--- config.mk ---
export PLATFORM = sky130hd
export DESIGN_NAME = telnet_option_negotiator_flat
export DESIGN_NICKNAME = d
export VERILOG_FILES = /design/src/rtl/core/tno_pkg.sv /design/src/rtl/core/tno_in_if.sv /design/src/rtl/core/tno_out_if.sv /design/src/rtl/core/tno_decode.sv /design/src/rtl/core/tno_emit.sv /design/src/rtl/core/telnet_option_negotiator.sv /design/src/flat_wrapper.sv
export SDC_FILE = /design/constraint.sdc
export NUM_CORES = 1
export LEC_CHECK = 0
export BUFFER_PORTS_ARGS = -buffer_cell sky130_fd_sc_hd__buf_2
export CAP_MARGIN = 20
export CORE_MARGIN = 3
export CORE_UTILIZATION = 50
export DETAILED_ROUTE_END_ITERATION = 10
export PLACE_DENSITY_LB_ADDON = 0.15
export SETUP_SLACK_MARGIN = 0.2
export SYNTH_ARGS = -nofsm -noshare
export SYNTH_HDL_FRONTEND = slang
export SYNTH_SLANG_ARGS = --single-unit
--- constraint.sdc ---
create_clock -name i_clk -period 4.77 [get_ports i_clk]
set_input_delay 0.7155 -clock i_clk [delete_from_list [all_inputs] [get_ports i_clk]]
set_output_delay 0.7155 -clock i_clk [all_outputs]
set_load 0.005 [all_outputs]
--- src/rtl/core/tno_pkg.sv ---
// Shared types and constants for the telnet option negotiator.
// No dependencies; the decoder, the emitter, the top level and the testbench import this package.
package tno_pkg;

    localparam logic [7:0] IAC_BYTE  = 8'hFF;
    localparam logic [7:0] CMD_SE    = 8'hF0;
    localparam logic [7:0] CMD_SB    = 8'hFA;
    localparam logic [7:0] CMD_WILL  = 8'hFB;
    localparam logic [7:0] CMD_WONT  = 8'hFC;
    localparam logic [7:0] CMD_DO    = 8'hFD;
    localparam logic [7:0] OPT_NAWS  = 8'h1F;
    localparam logic [7:0] OPT_TTYPE = 8'h18;

    localparam logic       DEST_TERM   = 1'b0;
    localparam logic       DEST_REMOTE = 1'b1;

    localparam int         REPLY_LEN = 12;
    localparam int         IDX_W     = $clog2(REPLY_LEN);

    localparam logic       CFG_COLUMNS = 1'b0;
    localparam logic       CFG_ROWS    = 1'b1;

    typedef enum logic [2:0] {
        PH_DATA  = 3'd0,
        PH_CMD   = 3'd1,
        PH_OPT   = 3'd2,
        PH_SKIP1 = 3'd3,
        PH_SKIP2 = 3'd4,
        PH_SKIP3 = 3'd5
    } t_phase;

    typedef enum logic [1:0] {
        RUN_ONE    = 2'd0,
        RUN_TRIPLE = 2'd1,
        RUN_NAWS   = 2'd2,
        RUN_TTYPE  = 2'd3
    } t_run_kind;

    // One run of result items: a single byte, IAC plus two bytes, or a
    // twelve-byte run that ends in a subnegotiation.
    typedef struct packed {
        t_run_kind  kind;
        logic       dest;
        logic [7:0] second;
        logic [7:0] last;
    } t_run;

    function automatic logic [7:0] ttype_byte(input logic [IDX_W-1:0] idx);
        logic [7:0] b;
        b = 8'h00;
        case (idx)
            4'd0:    b = IAC_BYTE;
            4'd1:    b = CMD_SB;
            4'd2:    b = OPT_TTYPE;
            4'd3:    b = 8'h00;
            4'd4:    b = 8'h77;
            4'd5:    b = 8'h73;
            4'd6:    b = 8'h76;
            4'd7:    b = 8'h74;
            4'd8:    b = 8'h32;
            4'd9:    b = 8'h35;
            4'd10:   b = IAC_BYTE;
            4'd11:   b = CMD_SE;
            default: b = 8'h00;
        endcase
        return b;
    endfunction

endpackage

--- src/rtl/core/tno_in_if.sv ---
// Input channel of the telnet option negotiator: byte source and byte.
// Depends on nothing; used by the top level and its test environment.
interface tno_in_if;
    logic       valid;
    logic       ready;
    logic       op;
    logic [7:0] data_in;

    modport source (output valid, output op, output data_in, input ready);
    modport sink (input valid, input op, input data_in, output ready);
endinterface

--- src/rtl/core/tno_out_if.sv ---
// Output channel of the telnet option negotiator: destination, byte, run end.
// Depends on nothing; used by the emitter and the top level.
interface tno_out_if;
    logic       valid;
    logic       ready;
    logic       destination;
    logic [7:0] data_out;
    logic       last_of_run;

    modport source (output valid, output destination, output data_out,
                    output last_of_run, input ready);
    modport sink (input valid, input destination, input data_out,
                  input last_of_run, output ready);
endinterface

--- src/rtl/core/tno_decode.sv ---
// Protocol decoder: holds the negotiation phase and the saved command, and
// turns an accepted item that yields output into a run descriptor. Depends on tno_pkg.
module tno_decode
    import tno_pkg::*;
(
    input  logic       i_clk,
    input  logic       i_rst_n,
    input  logic       i_accept,
    input  logic       i_op,
    input  logic [7:0] i_data,
    output logic       o_has_run,
    output t_run       o_run
);

    t_phase     r_phase, n_phase;
    logic [7:0] r_cmd, n_cmd;

    always_ff @(posedge i_clk) begin
        if (!i_rst_n) begin
            r_phase <= PH_DATA;
            r_cmd   <= 8'h00;
        end else if (i_accept) begin
            r_phase <= n_phase;
            r_cmd   <= n_cmd;
        end
    end

    always_comb begin
        n_phase          = r_phase;
        n_cmd            = r_cmd;
        o_has_run        = 1'b0;
        o_run.kind       = RUN_ONE;
        o_run.dest       = DEST_REMOTE;
        o_run.second     = 8'h00;
        o_run.last       = i_data;
        if (i_op) begin
            o_has_run = 1'b1;
        end else begin
            case (r_phase)
                PH_CMD: begin
                    n_cmd   = i_data;
                    n_phase = PH_OPT;
                end
                PH_OPT: begin
                    n_phase = PH_DATA;
                    if (r_cmd == CMD_DO && i_data == OPT_NAWS) begin
                        o_has_run  = 1'b1;
                        o_run.kind = RUN_NAWS;
                    end else if (r_cmd == CMD_DO && i_data == OPT_TTYPE) begin
                        o_has_run    = 1'b1;
                        o_run.kind   = RUN_TRIPLE;
                        o_run.second = CMD_WILL;
                    end else if (r_cmd == CMD_SB && i_data == OPT_TTYPE) begin
                        n_phase = PH_SKIP1;
                    end else begin
                        o_has_run  = 1'b1;
                        o_run.kind = RUN_TRIPLE;
                        if (r_cmd == CMD_DO) begin
                            o_run.second = CMD_WONT;
                        end else if (r_cmd == CMD_WILL) begin
                            o_run.second = CMD_DO;
                        end
                    end
                end
                PH_SKIP1: begin
                    n_phase = PH_SKIP2;
                end
                PH_SKIP2: begin
                    n_phase = PH_SKIP3;
                end
                PH_SKIP3: begin
                    n_phase    = PH_DATA;
                    o_has_run  = 1'b1;
                    o_run.kind = RUN_TTYPE;
                end
                default: begin
                    n_phase = PH_DATA;
                    if (i_data == IAC_BYTE) begin
                        n_phase = PH_CMD;
                    end else begin
                        o_has_run  = 1'b1;
                        o_run.dest = DEST_TERM;
                    end
                end
            endcase
        end
    end

endmodule

--- src/rtl/core/tno_emit.sv ---
// Run emitter: holds one run descriptor and steps through its bytes, one
// per cycle while the output is not held off, into the output register. Depends on tno_pkg and tno_out_if.
module tno_emit
    import tno_pkg::*;
(
    input  logic              i_clk,
    input  logic              i_rst_n,
    input  logic              i_accept,
    input  logic              i_load,
    input  t_run              i_run,
    input  logic [15:0]       i_columns,
    input  logic [15:0]       i_rows,
    output logic              o_ready,
    tno_out_if.source         o_out
);

    logic             r_busy;
    t_run             r_run;
    logic [IDX_W-1:0] r_idx;
    logic             r_ovalid;
    logic             r_odest;
    logic [7:0]       r_odata;
    logic             r_olast;

    logic             adv;
    logic             at_end;
    logic [IDX_W-1:0] end_idx;
    logic [7:0]       cur_byte;

    always_comb begin
        case (r_run.kind)
            RUN_ONE:    end_idx = IDX_W'(0);
            RUN_TRIPLE: end_idx = IDX_W'(2);
            default:    end_idx = IDX_W'(REPLY_LEN - 1);
        endcase
    end

    always_comb begin
        cur_byte = 8'h00;
        case (r_run.kind)
            RUN_ONE: begin
                cur_byte = r_run.last;
            end
            RUN_TRIPLE: begin
                case (r_idx)
                    4'd0:    cur_byte = IAC_BYTE;
                    4'd1:    cur_byte = r_run.second;
                    default: cur_byte = r_run.last;
                endcase
            end
            RUN_NAWS: begin
                case (r_idx)
                    4'd0:    cur_byte = IAC_BYTE;
                    4'd1:    cur_byte = CMD_WILL;
                    4'd2:    cur_byte = OPT_NAWS;
                    4'd3:    cur_byte = IAC_BYTE;
                    4'd4:    cur_byte = CMD_SB;
                    4'd5:    cur_byte = OPT_NAWS;
                    4'd6:    cur_byte = i_columns[15:8];
                    4'd7:    cur_byte = i_columns[7:0];
                    4'd8:    cur_byte = i_rows[15:8];
                    4'd9:    cur_byte = i_rows[7:0];
                    4'd10:   cur_byte = IAC_BYTE;
                    default: cur_byte = CMD_SE;
                endcase
            end
            default: begin
                cur_byte = ttype_byte(r_idx);
            end
        endcase
    end

    assign at_end  = (r_idx == end_idx);
    assign adv     = r_busy && (!r_ovalid || o_out.ready);
    assign o_ready = !r_busy || (adv && at_end);

    always_ff @(posedge i_clk) begin
        if (!i_rst_n) begin
            r_busy   <= 1'b0;
            r_ovalid <= 1'b0;
        end else begin
            if (adv) begin
                r_ovalid <= 1'b1;
            end else if (o_out.ready) begin
                r_ovalid <= 1'b0;
            end
            if (i_accept) begin
                r_busy <= i_load;
            end else if (adv && at_end) begin
                r_busy <= 1'b0;
            end
        end
    end

    always_ff @(posedge i_clk) begin
        if (adv) begin
            r_odest <= r_run.dest;
            r_odata <= cur_byte;
            r_olast <= at_end;
        end
        if (i_accept && i_load) begin
            r_run <= i_run;
            r_idx <= '0;
        end else if (adv) begin
            r_idx <= r_idx + IDX_W'(1);
        end
    end

    assign o_out.valid       = r_ovalid;
    assign o_out.destination = r_odest;
    assign o_out.data_out    = r_odata;
    assign o_out.last_of_run = r_olast;

endmodule

--- src/rtl/core/telnet_option_negotiator.sv ---
// Telnet option negotiator. Plain bytes from the remote host and keyboard
// bytes flow at one item per cycle while the output is not held off: the
// result of an item is held as a pending run in the run emitter and then
// loaded into the output register. A reply to an option request leaves the
// run emitter one byte per cycle (3 or 12 bytes) while the output is not
// held off, and the next item is taken at the edge that loads the last
// reply byte. Bytes that produce no result still wait for a running reply
// to finish. When the output is held off, the input stalls once the output
// register and the pending run are both occupied. Window size registers are
// sampled while the window size reply is sent.
module telnet_option_negotiator
    import tno_pkg::*;
(
    input  logic        i_clk,
    input  logic        i_rst_n,
    input  logic        i_cfg_we,
    input  logic        i_cfg_idx,
    input  logic [15:0] i_cfg_data,
    tno_in_if.sink      i_in,
    tno_out_if.source   o_out
);

    logic [15:0] r_columns;
    logic [15:0] r_rows;
    logic        accept;
    logic        ready;
    logic        has_run;
    t_run        run;

    always_ff @(posedge i_clk) begin
        if (!i_rst_n) begin
            r_columns <= 16'd80;
            r_rows    <= 16'd25;
        end else if (i_cfg_we) begin
            case (i_cfg_idx)
                CFG_COLUMNS: r_columns <= i_cfg_data;
                CFG_ROWS:    r_rows    <= i_cfg_data;
                default:     r_rows    <= r_rows;
            endcase
        end
    end

    assign i_in.ready = ready;
    assign accept     = i_in.valid && ready;

    tno_decode u_decode (
        .i_clk     (i_clk),
        .i_rst_n   (i_rst_n),
        .i_accept  (accept),
        .i_op      (i_in.op),
        .i_data    (i_in.data_in),
        .o_has_run (has_run),
        .o_run     (run)
    );

    tno_emit u_emit (
        .i_clk     (i_clk),
        .i_rst_n   (i_rst_n),
        .i_accept  (accept),
        .i_load    (has_run),
        .i_run     (run),
        .i_columns (r_columns),
        .i_rows    (r_rows),
        .o_ready   (ready),
        .o_out     (o_out)
    );

endmodule

--- src/flat_wrapper.sv ---
// flat-port wrapper written by rule: the top's interface ports become plain ports
module telnet_option_negotiator_flat import tno_pkg::*;
  (i_clk, i_rst_n, i_cfg_we, i_cfg_idx, i_cfg_data, i_in_valid, i_in_op, i_in_data_in, i_in_ready, o_out_valid, o_out_destination, o_out_data_out, o_out_last_of_run, o_out_ready);
  tno_in_if i_in_i ();
  tno_out_if o_out_i ();
  input  logic i_clk;
  input  logic i_rst_n;
  input  logic i_cfg_we;
  input  logic i_cfg_idx;
  input  logic [15:0] i_cfg_data;
  input wire logic [$bits(i_in_i.valid)-1:0] i_in_valid;
  input wire logic [$bits(i_in_i.op)-1:0] i_in_op;
  input wire logic [$bits(i_in_i.data_in)-1:0] i_in_data_in;
  output wire logic [$bits(i_in_i.ready)-1:0] i_in_ready;
  output wire logic [$bits(o_out_i.valid)-1:0] o_out_valid;
  output wire logic [$bits(o_out_i.destination)-1:0] o_out_destination;
  output wire logic [$bits(o_out_i.data_out)-1:0] o_out_data_out;
  output wire logic [$bits(o_out_i.last_of_run)-1:0] o_out_last_of_run;
  input wire logic [$bits(o_out_i.ready)-1:0] o_out_ready;
  assign i_in_i.valid = i_in_valid;
  assign i_in_i.op = i_in_op;
  assign i_in_i.data_in = i_in_data_in;
  assign i_in_ready = i_in_i.ready;
  assign o_out_valid = o_out_i.valid;
  assign o_out_destination = o_out_i.destination;
  assign o_out_data_out = o_out_i.data_out;
  assign o_out_last_of_run = o_out_i.last_of_run;
  assign o_out_i.ready = o_out_ready;
  telnet_option_negotiator u_core (.i_clk(i_clk), .i_rst_n(i_rst_n), .i_cfg_we(i_cfg_we), .i_cfg_idx(i_cfg_idx), .i_cfg_data(i_cfg_data), .i_in(i_in_i), .o_out(o_out_i));
endmodule
==> metrics.md <==
| Metric | Value |
|---|---|
| Worst-skew pair later-pin latency | roughly 0.35 ns |
| Grt ovf | 0 |
| TritonCTS Buffers | 9 |
| Ys flop type | dfxtp_1 |
| Worst Max-Slew Pin Slew | 0.930 ns |
| Pin count of the biggest net entering global routing | 48 |
| Site row count | 32 |
| Number of post-CTS setup repair buffers | 0 |
| Die Y | 95.9 µm |
| First-pass GRT wire length | 14800 µm |
| Drt total wl | 9100 µm |
| Initial antenna violation count | 0 |
| Area of the multi-input gates | 1980 µm² |
| Peak supply drop | 0.202 mV |
| Clock root cell | clkbuf_8 |
| Clock Tree Buf Depth | 2 |
| Clock slew at reported path FFs | approximately 0.080 ns |
| Synth async-reset ratio | 0 |
| Area of the die | 9200 µm² |
| Setup TNS | 0 ns |
| Antenna viol nets, final | 0 |
| FF+latch count, synth | 82 |
| Seq/Total Area, Yosys | 0.468 |
| Io pins | 43 |
| DRC viols | 0 |
| Nets | 525 |
| Pins Over Slew Limit | 0 |
| Vias | 3359 |
| Maxcap violations | 0 |
| Worst Skew | approximately 0.009 ns |
| N_diodes | 0 |
| Tmin final | 3.55 ns |
| Synth area leader | dfxtp_1 |
| Drt initial violations | 237 |
| Crit start category | input pin |
| Ys Warns | 0 |
| Clk sinks | 82 |
| FF-to-FF path depth | 10 |
| Storage cell area | approximately 1900 µm² |
| Max Clk Rate | between 200 and 300 MHz |
| Status | finished clean |
| Final Hold Viols | 0 |
| Core Area | 7770 µm² |
| Hold Buf Count CTS | 0 |
| Critical path class | input pin to register |
| Fill count | 715 |
| Min-delay worst type | register to register |
| Distinct cells, synth | 54 |
| Synthesized net count | 500 |
| Gpl congestion | 0.874 |
| Horiz. Die Dim | 95.9 µm |
| RSZ-0062 raised after global routing | no |
| CTS tree | done |
| DP Wirelength | 6550 µm |
| Hold Path Stages | 0 |
| Yosys top cell area share | 0.282 |
| Initial Util | 0.520 |
| Vias in the first global route | 2975 |
| Area growth syn-to-layout | 10.7% |
| Count of buffers from port buffering | 42 |
| Worst EP required | approximately 5 ns |
| Slew HR | 0.378 |
| Post-place setup slack | around 0.87 ns |
| Static Leak | 1.74 nW |
| Vias/cell | ~5.6 |
| Pre-antenna DRT Iters | 5 |
| CP arrival | 3.83 ns |
| Most frequent cell after synthesis | nand2_1 |
| Post-synthesis cell count | around 460 |
| Synth Cell Area | 4040 µm² |
| H-tree lvl count | 3 |
| Final setup margin | 1.22 ns |
| Setup Viol. Count Final | 0 |
| Post-synth EDFFs | 25 |
| Gr usage total | 0.210 |
| Synth cell count leaders | nand2_1 (86), dfxtp_1 (57), nor2_1 (40) |
| Syn Area/Cell | around 8.7 µm² |
| CP Max Fanout | 20 |
| Layout cell share with drive strength beyond 1 | 0.140 |
| Post_cts resized | 0 |
| Fin crit share | 0.744 |
| PD cells | 382 nW/µm² |
| Top cells by area, synth | dfxtp_1 (28%), edfxtp_1 (19%), nand2_1 (8.0%) |
| Wirelength per Cell | 15.3 µm |
| CP Capture Type | register |
-- sequential cells by signal, summed over array words and instances, names as in the netlist, named ones only --
| register | cells |
|---|---|
| u_core.r_columns | 16 |
| u_core.r_rows | 16 |
| u_core.u_decode.r_cmd | 8 |
| u_core.u_decode.r_phase | 3 |
| u_core.u_emit.o_out.data_out | 8 |
| u_core.u_emit.o_out.destination | 1 |
| u_core.u_emit.o_out.last_of_run | 1 |
| u_core.u_emit.o_out.valid | 1 |
| u_core.u_emit.r_busy | 1 |
| u_core.u_emit.r_idx | 4 |
| u_core.u_emit.r_run | 15 |
-- cell usage in the layout, fill, tap and decap left out, drive strengths merged, types with 11 or more instances in the layout --
cell type / count
edfxtp: 25
dfxtp: 57
inv: 11
a31oi: 13
nand3: 18
buf: 45
mux2i: 11
nand2: 86
a21boi: 29
nor2: 40
nor2b: 15
o21ai: 23
nor3: 11
-- per-layer routing --
metal | global-route usage | routed length [µm]
met5 | 0 | 0
met4 | 0.0877 | 180
met3 | 0.0305 | 437
met2 | 0.307 | 3970
met1 | 0.308 | 4520
-- metrics by stage --
| stage | std cells | area (µm²) | power (W) | util | hold slack [ns] |
|---|---|---|---|---|---|
| final | 595 | 4480 | 0.00171 | 0.576 | 0.447 |
| after global routing | 595 | 4480 | 0.00180 | 0.576 | 0.447 |
| after CTS | 595 | 4480 | 0.00172 | 0.576 | 0.447 |
| after detailed placement | 579 | 4270 | 0.00119 | 0.549 | 0.422 |
| after global placement | 578 | 4260 | 0.00119 | 0.548 | 0.429 |
| after floorplan | 463 | 4040 | 0.00109 | - | 0.400 |
-- report_power, final --
group	switching (W)	internal [W]	total (W)
logic	0.000208	0.000138	0.000346
clock network	0.000253	0.000273	0.000526
registers	0.0000408	0.000794	0.000835
total	0.000502	0.00121	0.00171
-- layout make-up --
| class | count | share of cell area |
|---|---|---|
| Clock buffer | 10 | 0.0333 |
| Inverter | 9 | 0.00755 |
| Multi-Input combinational cell | 341 | 0.442 |
| Tap cell | 102 | 0.0285 |
| Clock inverter | 6 | 0.0137 |
| Sequential cell | 82 | 0.423 |
| Timing Repair Buffer | 45 | 0.0520 |
-- cells by family after synthesis --
group           after synthesis  share of synthesized area
flops                        82                      0.468
mux                          12                     0.0300
simple gates                208                      0.243
compound gates              109                      0.185
fa+ha+maj                     6                     0.0186
buf+inv                      40                     0.0421
xor+xnor                      6                     0.0130
-- path summary, 6_finish.rpt --
path / slack, ns / to / start
max: 1.22 / register / i_in_data_in[0]
min: 0.45 / u_core.u_emit.o_out.destination / u_core.u_emit.r_run[16]
max reg2reg: 1.48 / register / u_core.u_emit.r_run[18]
min reg2reg: 0.45 / u_core.u_emit.o_out.destination / u_core.u_emit.r_run[16]
-- critical path, stage by stage --
cell,delay (ns)
buf_2,0.12
or4b_2,0.70
nor2_1,0.12
and3_1,0.29
a21oi_1,0.12
o21bai_2,0.36
inv_1,0.45
nor2_1,0.22
ha_1,0.24
nor3_1,0.25
a31oi_1,0.07
o21ai_1,0.16
(Power assumes the default switching activity.)
